$ cat src/hdl/arh_pkg.sv
// arh_pkg: shared types and constants for the auto-ranged histogram
// no dependencies
`timescale 1ns / 1ps
package arh_pkg;

  localparam int unsigned NumBinsReset = 50;

  typedef struct packed {
    logic [31:0] sample;
    logic        last_sample;
  } in_item_t;

  typedef struct packed {
    logic [5:0]  bin_index;
    logic [10:0] bin_count;
    logic [31:0] data_min;
    logic [31:0] data_max;
    logic        overflowed;
    logic        last_bin;
  } out_item_t;

  // controller to datapath commands
  typedef struct packed {
    logic load;       // store a sample, update min/max
    logic clr_bins;   // clear one bin count at bin_ptr
    logic rd_req;     // read sample at smp_ptr
    logic div_start;  // start a scaled quotient
    logic bin_inc;    // fetch the count of the quotient's bin
    logic bin_wr;     // write back the fetched count plus one
    logic bin_rd;     // fetch the count at bin_ptr for output
    logic set_clear;  // restore set state
  } arh_cmd_t;

  // datapath to controller status
  typedef struct packed {
    logic div_done;
  } arh_sts_t;

endpackage

$ cat src/hdl/arh_ctrl.sv
// arh_ctrl: sequencer for load, bin clear, binning pass and result output
// depends on arh_pkg
`timescale 1ns / 1ps
module arh_ctrl #(
  parameter int unsigned MaxSamples = 1024,
  parameter int unsigned MaxBins    = 64,
  localparam int unsigned AddrW     = (MaxSamples > 1) ? $clog2(MaxSamples) : 1,
  localparam int unsigned CntW      = $clog2(MaxSamples + 1),
  localparam int unsigned BinW      = (MaxBins > 1) ? $clog2(MaxBins) : 1,
  localparam int unsigned NbW       = $clog2(MaxBins + 1)
) (
  input  logic               clk_i,
  input  logic               rst_ni,
  input  logic               start_i,
  input  logic               last_i,
  input  arh_pkg::arh_sts_t  sts_i,
  input  logic [CntW-1:0]    count_i,
  input  logic [NbW-1:0]     nb_i,
  output arh_pkg::arh_cmd_t  cmd_o,
  output logic [AddrW-1:0]   smp_ptr_o,
  output logic [BinW-1:0]    bin_ptr_o,
  output logic               busy_o,
  output logic               strobe_o,
  output logic               last_bin_o
);

  typedef enum logic [3:0] {
    S_IDLE, S_CLR, S_READ, S_START, S_DIV, S_INC, S_FETCH, S_EMIT, S_DONE
  } state_e;

  state_e          state_q;
  logic [CntW-1:0] ptr_q;
  logic [BinW-1:0] bin_q;
  logic            emit;

  assign emit = (state_q == S_EMIT);

  always_ff @(posedge clk_i or negedge rst_ni) begin
    if (!rst_ni) begin
      state_q <= S_IDLE;
      ptr_q   <= '0;
      bin_q   <= '0;
    end else begin
      case (state_q)
        S_IDLE: begin
          if (start_i && last_i) begin
            state_q <= S_CLR;
            bin_q   <= '0;
          end
        end
        S_CLR: begin
          if (bin_q == BinW'(MaxBins - 1)) begin
            state_q <= S_READ;
            ptr_q   <= '0;
          end
          bin_q <= bin_q + 1'b1;
        end
        S_READ:  state_q <= S_START;
        S_START: state_q <= S_DIV;
        S_DIV: begin
          if (sts_i.div_done) state_q <= S_INC;
        end
        S_INC: begin
          if (ptr_q + 1'b1 >= count_i) begin
            state_q <= S_FETCH;
            bin_q   <= '0;
          end else begin
            state_q <= S_READ;
          end
          ptr_q <= ptr_q + 1'b1;
        end
        S_FETCH: state_q <= S_EMIT;
        S_EMIT: begin
          if (NbW'(bin_q) + 1'b1 >= nb_i) state_q <= S_DONE;
          else state_q <= S_FETCH;
          bin_q <= bin_q + 1'b1;
        end
        S_DONE:  state_q <= S_IDLE;
        default: state_q <= S_IDLE;
      endcase
    end
  end

  always_comb begin
    cmd_o           = '0;
    cmd_o.load      = start_i && (state_q == S_IDLE);
    cmd_o.clr_bins  = (state_q == S_CLR);
    cmd_o.rd_req    = (state_q == S_READ);
    cmd_o.div_start = (state_q == S_START);
    cmd_o.bin_inc   = (state_q == S_DIV) && sts_i.div_done;
    cmd_o.bin_wr    = (state_q == S_INC);
    cmd_o.bin_rd    = (state_q == S_FETCH);
    cmd_o.set_clear = (state_q == S_DONE);
  end

  assign smp_ptr_o  = ptr_q[AddrW-1:0];
  assign bin_ptr_o  = bin_q;
  assign busy_o     = (state_q != S_IDLE);
  assign strobe_o   = emit;
  assign last_bin_o = emit && (NbW'(bin_q) + 1'b1 >= nb_i);

  no_load_busy_a: assert property (@(posedge clk_i) disable iff (!rst_ni)
    busy_o |-> !cmd_o.load) else $error("load while busy");
  emit_after_last_a: assert property (@(posedge clk_i) disable iff (!rst_ni)
    last_bin_o |=> (state_q == S_DONE)) else $error("emit did not end");
  strobe_busy_a: assert property (@(posedge clk_i) disable iff (!rst_ni)
    strobe_o |-> busy_o) else $error("strobe while idle");

endmodule

$ cat config.mk
export PLATFORM = sky130hd
export DESIGN_NAME = arh_ctrl
export DESIGN_NICKNAME = d
export VERILOG_FILES = /design/src/hdl/arh_pkg.sv /design/src/hdl/arh_ctrl.sv
export SDC_FILE = /design/constraint.sdc
export NUM_CORES = 1
export LEC_CHECK = 0
export BUFFER_PORTS_ARGS = -buffer_cell sky130_fd_sc_hd__buf_2
export CORE_MARGIN = 3
export CORE_UTILIZATION = 47
export DETAILED_ROUTE_END_ITERATION = 16
export GPL_TIMING_DRIVEN = 0
export PLACE_DENSITY = 0.84
export SLEW_MARGIN = 20
export SYNTH_ARGS = -nofsm -noshare
export SYNTH_HDL_FRONTEND = slang
export SYNTH_SLANG_ARGS = --single-unit
$ cat constraint.sdc
create_clock -name clk_i -period 2.7 [get_ports clk_i]
set_input_delay 0.27 -clock clk_i [delete_from_list [all_inputs] [get_ports clk_i]]
set_output_delay 0.27 -clock clk_i [all_outputs]
set_load 0.01 [all_outputs]
; After elaboration in Yosys (flattened, before gate mapping)
; Index checks and enable logic that the tools add are counted.
; W data, S select, Z words.
[totals]
regBits = 21
out_inout_bits = 27
elab_cells = 44
[classes]
add_sub_neg = 3
order_cmp = 2
n_eq_ne = 13
n_mux = 11
reduce_logical = 12
[op_table]
columns = op, count
row1 = $pmux W4 S8, 1
row2 = $pmux W11 S2, 1
row3 = $pmux W6 S3, 1
row4 = $eq A4 B3 Y1 const B, 4
row5 = $mux W4, 4
row6 = $mux W6, 2
row7 = $add A11 B1 Y11 const B, 1
row8 = $ge A11 B11 Y1, 1
row9 = $mux W11, 1
row10 = $eq A4 B2 Y1 const B, 2
row11 = $add A6 B1 Y7 const B, 1
row12 = $ge A7 B7 Y1, 1
row13 = $add A6 B1 Y6 const B, 1
row14 = $eq A6 B6 Y1 const B, 1
row15 = $reduce_and A3 Y1, 2
row16 = $eq A4 B1 Y1 const B, 1
row17 = $eq A4 B4 Y1 const B, 1
row18 = $logic_and A1 B1 Y1, 4
row19 = $logic_not A4 Y1, 1
row20 = $ne A2 B1 Y1 const B, 2
row21 = $ne A2 B2 Y1 const B, 2
row22 = $reduce_bool A4 Y1, 1
row23 = $mux W3, 1
row24 = $reduce_bool A3 Y1, 1
row25 = other kinds (3), 3

; Depth between registers and ports, before layout
; Gate-level depths: netlist (run 1).
[logic_depth]
word_depth = 4
depth_mapped = 10
depth_no_buf = 10

; Least setup slack after synthesis (run 1)
; OpenSTA, ideal clock, no wires.
[synth_timing]
kind = register to register
startpoint = reg ptr_q[0]
endpoint = reg bin_q[4] (netlist: bin_ptr_o[4])
arrival_ns = 2.440
required_time_ns = 2.574
path_slack_ns = 0.133
stages_incl_launch_ff = 10
n_path_buf = 0
period_less_slack_ns = 2.567
path_cell_list = dfrtp_1 > ha_1 > nand4_1 > nor2_1 > xor2_1 > ha_1 > o21a_1 > a21oi_1 > a2111o_1 > a311o_1
[synth_via]
elab_chain_len = 4
[synth_lines]
columns = item, line_no
row1 = "start, declared", arh_ctrl.sv:32  ; logic [CntW-1:0] ptr_q;
row2 = "start signal, assigned", arh_ctrl.sv:70  ; ptr_q <= ptr_q + 1'b1;
row3 = $add A11 B1 Y11, arh_ctrl.sv:64  ; if (ptr_q + 1'b1 >= count_i) begin
row4 = $ge A11 B11 Y1, arh_ctrl.sv:64
row5 = $ne A2 B1 Y1 (no source line), --
row6 = $reduce_and A3 Y1 (no source line), --
row7 = "end signal, assigned", arh_ctrl.sv:56  ; bin_q <= bin_q + 1'b1;
row8 = "end signal, assigned", arh_ctrl.sv:76  ; bin_q <= bin_q + 1'b1;
row9 = "end, declared", arh_ctrl.sv:33  ; logic [BinW-1:0] bin_q;
; Every way passes these cells.
; A chain may end at the register's enable or synchronous reset.

; Final worst setup path (run 1)
[layout_timing]
startpoint = reg ptr_q[2]
endpoint = reg bin_q[4] (netlist: bin_ptr_o[4])
; Same word-level chain as after synthesis.

==> results of run 1 <==
[placed cells by master, fill, tap and decap left out, types with 3 or more instances in the layout]
cell type / Yosys / layout
o211ai_1: 3 / 3
dfrtp_1: 21 / 14
nor3_1: 6 / 6
o21ai_1: 4 / 5
buf_4: 13 / 22
a21oi_1: 10 / 9
ha_4: 0 / 3
o21ai_0: 8 / 7
a32o_1: 3 / 3
xnor2_1: 10 / 10
dfrtp_2: 0 / 7
nand2_1: 12 / 12
buf_2: 1 / 50
nor2b_1: 4 / 4
and4_1: 4 / 3
clkbuf_8: 0 / 3
nand3_1: 8 / 8
inv_1: 17 / 17
and3_1: 7 / 7
ha_1: 20 / 17
inv_2: 3 / 3
nor2_1: 10 / 9
a22o_1: 5 / 5
[cell type report]
class	instances	area [µm²]	area share (%)
clock buffers	4	45.0	1.97
well taps	46	57.6	2.51
repair buffers	59	323	14.1
plain buffers	16	118	5.14
flip-flops and latches	21	534	23.3
multi-input cells	147	1140	49.7
inverters	20	75.1	3.28
[kinds of logic after synthesis]
kind of cell	after synthesis	share of synthesized area, %
compound gates	46	17.8
xor+xnor	12	5.83
fa+ha+maj	20	13.9
buf+inv	36	10.7
flops	21	29.1
simple gates	69	22.6
[power groups by stage]
stage | Combinational, W | Sequential, W | Clock (W)
floorplan | 0.000690 | 0.000493 | 0
global placement | 0.000928 | 0.000504 | 0
detailed placement | 0.000956 | 0.000509 | 0
CTS | 0.000989 | 0.000517 | 0.000209
global route | 0.00120 | 0.000527 | 0.000220
finish | 0.00106 | 0.000512 | 0.000204
[registers in the layout (all words and copies together) (netlist names)]
| register | count |
|---|---|
| state_q | 4 |
| bin_ptr_o | 6 |
| ptr_q | 11 |
[per-layer routing]
metal  part of all wire, %  up-vias  global-route usage, %
met1                    48      740                   26.4
met5                     0        -                      0
met4                  0.27        0                   3.47
met2                    47       40                   27.8
li1                      -      856                      -
met3                   4.8        2                   3.78
[metrics by stage]
stage | TNS (ns) | instances
detailed placement | -0.651 | 299
global placement | -0.459 | 299
global route | -0.0693 | 313
CTS | 0 | 305
floorplan | 0 | 204
finish | 0 | 313
[timing repair]
item	in CTS	in global routing
hold buffers	1	0
endpoints found under the setup margin	7	7
resized for setup	9	9
pin swaps	4	9
buffers inserted	1	8
hold endpoints to repair	21	0
[worst paths after layout]
check,slack (ns),end,startpoint
worst max-delay path,0.07,bin_ptr_o[4],ptr_q[2]
worst min-delay path,0.37,state_q[0],sts_i
worst max register to register,0.07,bin_ptr_o[4],ptr_q[2]
worst min register to register,0.53,ptr_q[10],ptr_q[10]
max in group asynchronous,1.84,bin_ptr_o[0],rst_ni
min in group asynchronous,0.50,ptr_q[6],rst_ni
[worst max-delay path: cells and delay by family (launching register included)]
family                   cells  cell delay (ns)
XOR/XNOR                     1             0.09
flip-flops                   1             0.42
AO/OA/AOI/OAI                4             1.04
adder cells (fa/ha/maj)      1             0.30
AND/OR/NAND/NOR              3             0.66
==> run metrics, run 1 <==
overall die width=67.9 µm; # diodes=0; Pleak=approximately 1.2 nW; Worst setup EP type=register; main flop type after synthesis=dfrtp_1; worst hold slack=0.372 ns; wire per inst=around 13 µm; Slew @ Worst Pin=0.519 ns; final max-slew violation count=0; DP Worst Slack=-0.205 ns; Clock Path Buffers=2; CP Class=reg -> reg; top cells by area, synth=dfrtp_1 29%, ha_1 14%, buf_4 5.4%; worst-path fanout max=6; Synth top area share=29.1%; final wirelength=4030 µm; crit path launch type=register; Clock Skews=0.00382 ns; First-pass DRT Iterations=4; GRT overflow=0; first-pass GRT wire length=6610 µm; total vias in the final route=1,638; WP data required=2.85 ns; initial DRC count=61; Seq pwr share=28.8%; Worst IR Drop VDD=638 µV; Sink Count=21; RSZ-0062 raised after global routing=true; number of synthesized flops with an enable pin=0; DRT antenna net count=0; final setup fails=0; Top Ports=50; vias in the first global route=1,496; YS warnings=0; combinational share of power=59.7%; internal power=between 0.0009 and 0.001 W; count of different cell masters after synthesis=50; Row Count=21; Clk Latency, worst-skew pair=0.26 ns; initial core utilization=51.2%; clock root buffer=clkbuf_8; Synth async-reset ratio=100%; post-synthesis sequential area ratio=29.1%; largest net degree at the start of global routing=22; CTS H-tree lvls=1; mapped cell area=around 0.0018 mm²; syn_area_per_cell=8.84 µm²; layout cells sized above 1=38.6%; DP Wirelength=about 3000 µm; CORE AREA=around 0.0035 mm²; HP Class=in -> reg; Final Hold Fails=0; Post-Place Cell Area=0.00211 mm²; die area=~0.0046 mm²; Port-buffer cells=49; via/cell ratio=5.23; switch share=44.0%; max_cap viols=0; Filler cells=308; Seq cells post-synth=21; Nets=~310; CTS Buf Count=3; Critical Path, Cell by Cell=and4_4, nand4_1, nor2_2, xor2_1, ha_1, o21a_1, a21oi_2, a2111o_1, a311o_1; clk slew on worst S/H paths=0.08 ns; most frequent cell after synthesis=dfrtp_1; run status=complete, no violations; pwr dens=776 mW/mm²; Power Total=0.00178 W; Final Cycle Share=97.2%; fin crit period=approximately 2.6 ns; Mapped Cells=204; # DRC=0; Die H=67.9 µm; highest clock rate=~380 MHz; top cells by count, synth=21 x dfrtp_1, 20 x ha_1, 17 x inv_1; Data arrival, critical path=around 2.8 ns; Slowest-stage cell, CP=a2111o_1; Slew HR=65.3%; syn nets=247; Yosys top cell by area=dfrtp_1; Hold Path Stages=3; gpl congestion=0.891; CTS tree=built; CP max stage delay=0.51 ns; net load switching power=0.000783 W; fin worst setup slack=0.0748 ns; post-route cell area=0.00229 mm²; synthesis-to-layout area growth=27.0%; Clk network pwr share=11.5%; Total GRT Usage=between 10% and 20%; Final Util=65.0%; initial antenna violation count=0; R2R depth=9
(Power assumes the default switching activity.)
==> run 2, diff against run 1 <==
--- a/config.mk
+++ b/config.mk
@@ -7,10 +7,10 @@
 export LEC_CHECK = 0
 export BUFFER_PORTS_ARGS = -buffer_cell sky130_fd_sc_hd__buf_2
 export CORE_MARGIN = 3
-export CORE_UTILIZATION = 47
+export CORE_UTILIZATION = 50
 export DETAILED_ROUTE_END_ITERATION = 16
 export GPL_TIMING_DRIVEN = 0
-export PLACE_DENSITY = 0.84
+export PLACE_DENSITY = 0.85
 export SLEW_MARGIN = 20
 export SYNTH_ARGS = -nofsm -noshare
 export SYNTH_HDL_FRONTEND = slang
==> constraint.sdc (replaced) <==
create_clock -name clk_i -period 3 [get_ports clk_i]
set_input_delay 0.3 -clock clk_i [delete_from_list [all_inputs] [get_ports clk_i]]
set_output_delay 0.3 -clock clk_i [all_outputs]
set_load 0.01 [all_outputs]
==> run metrics, run 2 (synthesis results as in run 1) <==
DRT antenna net count=0 (unchanged); worst-path fanout max=5 (was 6); Data arrival, critical path=2.54 ns (was 2.77 ns); CP Class=reg -> out (was reg -> reg); initial DRC count=54 (was 61); most frequent cells in the layout=50 x buf_2, 19 x ha_1, 18 x dfrtp_1, 17 x inv_1, 16 x buf_4 (was 50 x buf_2, 22 x buf_4, 17 x inv_1, 17 x ha_1, 14 x dfrtp_1); Clk network pwr share=9.3% (was 11.5%); Pleak=1.19 nW (was 1.22 nW); WP data required=2.70 ns (was 2.85 ns); HP Class=in -> reg (unchanged); Clock Path Buffers=2 (unchanged); synthesis-to-layout area growth=20.9% (was 27.0%); Seq pwr share=30.2% (was 28.8%); Total GRT Usage=18.7% (was 18.2%); initial core utilization=52.8% (was 51.2%); max_cap viols=0 (unchanged); Top Ports=50 (unchanged); final wirelength=3840 µm (was 4030 µm); # diodes=0 (unchanged); CTS Buf Count=3 (unchanged); DP Worst Slack=0.0547 ns (was -0.205 ns); Slew HR=68.2% (was 65.3%); Filler cells=307 (was 308); commonest non-fill, non-tap cell in the layout=buf_2 (unchanged); pwr dens=682 mW/mm² (was 776 mW/mm²); Slew @ Worst Pin=0.476 ns (was 0.519 ns); worst hold slack=0.350 ns (was 0.372 ns); clk slew on worst S/H paths=0.12 ns (was 0.08 ns); multi-input logic area=0.00110 mm² (was 0.00114 mm²); # DRC=0 (unchanged); crit path launch type=register (unchanged); Clk Latency, worst-skew pair=0.30 ns (was 0.26 ns); Port-buffer cells=49 (unchanged); Final Hold Fails=0 (unchanged); Worst setup EP type=primary output (was register); gpl congestion=0.875 (was 0.891); initial antenna violation count=0 (unchanged); total vias in the final route=1,656 (was 1,638); net load switching power=0.000671 W (was 0.000783 W); internal power=0.000814 W (was 0.000995 W); highest clock rate=~350 MHz; Setup TNS=0 ns (unchanged); GRT overflow=0 (unchanged); final max-slew violation count=0 (unchanged); CTS H-tree lvls=1 (unchanged); via/cell ratio=5.39 (was 5.23); Power Total=0.00149 W (was 0.00178 W); Sequential Area=529 µm² (was 534 µm²); overall die width=66.1 µm (was 67.9 µm); clock root buffer=clkbuf_4 (was clkbuf_8); first-pass GRT wire length=6530 µm (was 6610 µm); Row Count=21 (unchanged); final setup fails=0 (unchanged); Clock Skews=0.00322 ns (was 0.00382 ns); First-pass DRT Iterations=4 (unchanged); CORE AREA=0.00342 mm² (was 0.00352 mm²); vias in the first global route=1,534 (was 1,496); DP Wirelength=3010 µm (about the same); largest net degree at the start of global routing=22 (unchanged); Worst IR Drop VDD=605 µV (was 638 µV); combinational share of power=60.5% (was 59.7%); Reg with most FFs=ptr_q (unchanged); wire per inst=12.5 µm (was 12.9 µm); die area=0.00436 mm² (was 0.00462 mm²); run status=complete, no violations (unchanged); switch share=45.2% (was 44.0%); Nets=305 (was 311); fin worst setup slack=0.162 ns (was 0.0748 ns); number of flip-flops in the largest register=11 (unchanged); Final Cycle Share=94.6%; Die H=66.1 µm (was 67.9 µm); Post-Place Cell Area=0.00211 mm² (unchanged); fin crit period=2.84 ns; Sink Count=21 (unchanged); CTS tree=built (unchanged); layout cells sized above 1=34.1% (was 38.6%); post-route cell area=0.00218 mm² (was 0.00229 mm²)
-- run 2: cell types whose count changed in the layout (fill, tap and decap cells not counted), sizes merged --
| cell | before | now |
|---|---|---|
| buf | 73 | 67 |
-- run 2: worst max-delay path, cell delays in order (launching register included) --
cell and delay (ns):
dfrtp_1 0.44, ha_1 0.25, nor2b_1 0.15, or2_2 0.27
ha_1 0.29, a21oi_1 0.12, o21ai_0 0.15, a221oi_2 0.35
nor3_1 0.07, buf_2 0.14
-- run 2: path summary, 6_finish.rpt --
| check | end | start | cells past startpoint | slack, ns |
|---|---|---|---|---|
| max | last_bin_o | bin_ptr_o[1] | 9 | 0.16 |
| min | state_q[0] | sts_i | 3 | 0.35 |
| max reg2reg | bin_ptr_o[4] | ptr_q[2] | 9 | 0.17 |
| min reg2reg | ptr_q[10] | ptr_q[10] | 1 | 0.54 |
| max in group asynchronous | ptr_q[0] | rst_ni | 2 | 2.19 |
| min in group asynchronous | ptr_q[6] | rst_ni | 2 | 0.46 |
-- run 2: area by class of cell --
type                    instances  area share (%)
multi-input cells             147            50.3
flip-flops and latches         21            24.3
repair buffers                 53            12.7
plain buffers                  16            5.40
inverters                      20            3.44
well taps                      46            2.64
clock buffers                   4            1.21
-- run 2: power groups by stage --
| stage | combinational [W] | sequential [W] | clock (W) |
|---|---|---|---|
| 6_report | 0.000899 | 0.000449 | 0.000138 |
| 5_1_grt | 0.00102 | 0.000462 | 0.000156 |
| 4_1_cts | 0.000871 | 0.000452 | 0.000138 |
| 3_5_place_dp | 0.000860 | 0.000457 | 0 |
| 3_3_place_gp | 0.000832 | 0.000453 | 0 |
| 2_1_floorplan | 0.000621 | 0.000443 | 0 |
-- run 2: routing by layer --
layer	routed length, µm	global-route usage [%]	vias to the layer above
li1	-	-	843
met1	1790	26.2	765
met2	1810	30.0	44
met3	214	3.23	4
met4	23	3.81	0
met5	0	0	-
-- run 2: per-stage QoR --
step,utilization [%],instances
global route,63.8,307
floorplan,-,204
detailed placement,61.6,299
CTS,62.9,304
global placement,61.6,299
finish,63.8,307
-- run 2: timing repair --
item                                   4_1_cts  5_1_grt
hold buffers                                 1        0
pin swaps                                    0        1
buffers inserted                             0        3
gates resized for setup                      1        5
endpoints found under the hold margin       21        0
setup endpoints to repair                    1        7
gates cloned                                 0        0
==> run 3, diff against run 2 <==
--- a/config.mk
+++ b/config.mk
@@ -10,7 +10,7 @@
 export CORE_UTILIZATION = 50
 export DETAILED_ROUTE_END_ITERATION = 16
 export GPL_TIMING_DRIVEN = 0
-export PLACE_DENSITY = 0.85
+export PLACE_DENSITY = 0.88
 export SLEW_MARGIN = 20
 export SYNTH_ARGS = -nofsm -noshare
 export SYNTH_HDL_FRONTEND = slang
==> run metrics, run 3 (synthesis results as in run 1) <==
run status=complete, no violations (unchanged); Clk Latency, worst-skew pair=0.31 ns (was 0.30 ns); Slew HR=66.9% (was 68.2%); initial core utilization=52.8% (unchanged); Top Ports=50 (unchanged); initial DRC count=90 (was 54); largest net degree at the start of global routing=22 (unchanged); Nets=306 (was 305); number of flip-flops in the largest register=11 (unchanged); Final Cycle Share=94.7% (was 94.6%); Worst IR Drop VDD=465 µV (was 605 µV); Clock Skews=0.00168 ns (was 0.00322 ns); CTS H-tree lvls=1 (unchanged); HP Class=in -> reg (unchanged); Power Total=0.00148 W (was 0.00149 W); highest clock rate=352 MHz (about the same); final max-slew violation count=0 (unchanged); CORE AREA=0.00342 mm² (unchanged); total vias in the final route=1,680 (was 1,656); Sink Count=21 (unchanged); # DRC=0 (unchanged); layout cells sized above 1=33.6% (was 34.1%); # diodes=0 (unchanged); final wirelength=3930 µm (was 3840 µm); fin crit period=2.84 ns (about the same); vias in the first global route=1,510 (was 1,534); first-pass GRT wire length=6550 µm (was 6530 µm); gpl congestion=0.856 (was 0.875); max_cap viols=0 (unchanged); GRT overflow=0 (unchanged); Worst setup EP type=primary output (unchanged); via/cell ratio=5.45 (was 5.39); post-route cell area=0.00218 mm² (about the same); Total GRT Usage=19.1% (was 18.7%); final setup fails=0 (unchanged); CTS Buf Count=3 (unchanged); Sequential Area=528 µm² (was 529 µm²); die area=0.00436 mm² (unchanged); initial antenna violation count=0 (unchanged); Die H=66.1 µm (unchanged); crit path launch type=register (unchanged); DP Wirelength=2980 µm (was 3010 µm); Slew @ Worst Pin=0.495 ns (was 0.476 ns); First-pass DRT Iterations=4 (unchanged); clk slew on worst S/H paths=0.11 ns (was 0.12 ns); Filler cells=309 (was 307); clock root buffer=clkbuf_4 (unchanged); Final Hold Fails=0 (unchanged); commonest non-fill, non-tap cell in the layout=buf_2 (unchanged); Row Count=21 (unchanged); CTS tree=built (unchanged); synthesis-to-layout area growth=21.1% (was 20.9%); pwr dens=679 mW/mm² (was 682 mW/mm²); Post-Place Cell Area=0.00211 mm² (unchanged); worst-path fanout max=4 (was 5); Reg with most FFs=ptr_q (unchanged); WP data required=2.70 ns (about the same); most frequent cells in the layout=50 x buf_2, 19 x ha_1, 19 x dfrtp_1, 17 x inv_1, 17 x buf_4 (was 50 x buf_2, 19 x ha_1, 18 x dfrtp_1, 17 x inv_1, 16 x buf_4); multi-input logic area=0.00109 mm² (was 0.00110 mm²); worst hold slack=0.339 ns (was 0.350 ns); Pleak=1.19 nW (about the same); CP Class=reg -> out (unchanged); DRT antenna net count=0 (unchanged); overall die width=66.1 µm (unchanged); Data arrival, critical path=2.54 ns (about the same); Clock Path Buffers=2 (unchanged); Port-buffer cells=49 (unchanged); wire per inst=12.8 µm (was 12.5 µm)
## run 3: critical path, cell delays in order, from the launching register on
cell and delay, ns:
dfrtp_2 0.44, ha_1 0.25, nor2b_1 0.15, or2_2 0.28, ha_1 0.29, a21oi_1 0.12
o21ai_0 0.14, a221oi_2 0.35, nor3_1 0.07, buf_2 0.14
## run 3: repair_timing
item | CTS | global route
endpoints found under the setup margin | 0 | 7
setup buffers | 0 | 4
gates resized for setup | 0 | 4
hold buffers | 1 | 0
endpoints found under the hold margin | 21 | 0
## run 3: worst paths after layout
kind / startpoint / endpoint / slack [ns] / cells after the start
hold reg to reg: ptr_q[10] / ptr_q[10] / 0.54 / 1
hold / removal: sts_i / state_q[0] / 0.34 / 3
setup reg to reg: ptr_q[1] / bin_ptr_o[4] / 0.17 / 9
setup / recovery: bin_ptr_o[0] / last_bin_o / 0.16 / 9
max in group asynchronous: rst_ni / bin_ptr_o[0] / 2.19 / 2
min in group asynchronous: rst_ni / ptr_q[5] / 0.46 / 2
## run 3: area by class of cell
class / count / area share [%]
buffer: 16 / 5.39
clock buffer: 4 / 1.20
inverter: 20 / 3.44
multi-input combinational: 147 / 50.1
sequential: 21 / 24.2
tap: 46 / 2.64
timing repair buffer: 54 / 13.1
## run 3: power breakdown
group,switching (W),total [W],internal (W)
Combinational,0.000498,0.000896,0.000398
Clock,0.0000873,0.000139,0.0000520
Sequential,0.0000911,0.000447,0.000356
Total,0.000676,0.00148,0.000806
## run 3: metrics by stage
step	setup TNS [ns]	utilization (%)	setup WS, ns	instances
6_report	0	63.9	0.160	308
5_1_grt	-0.00740	63.9	-0.00740	308
4_1_cts	0	62.7	0.00377	304
3_5_place_dp	0	61.6	0.0922	299
3_3_place_gp	0	61.6	0.135	299
2_1_floorplan	0	-	0.433	204
## run 3: layer usage
layer	global-route usage [%]	up-vias	wire length (µm)
met3	3.74	11	219
met4	4.57	0	59
li1	-	843	-
met5	0	-	0
met2	31.9	45	1900
met1	25.2	781	1750
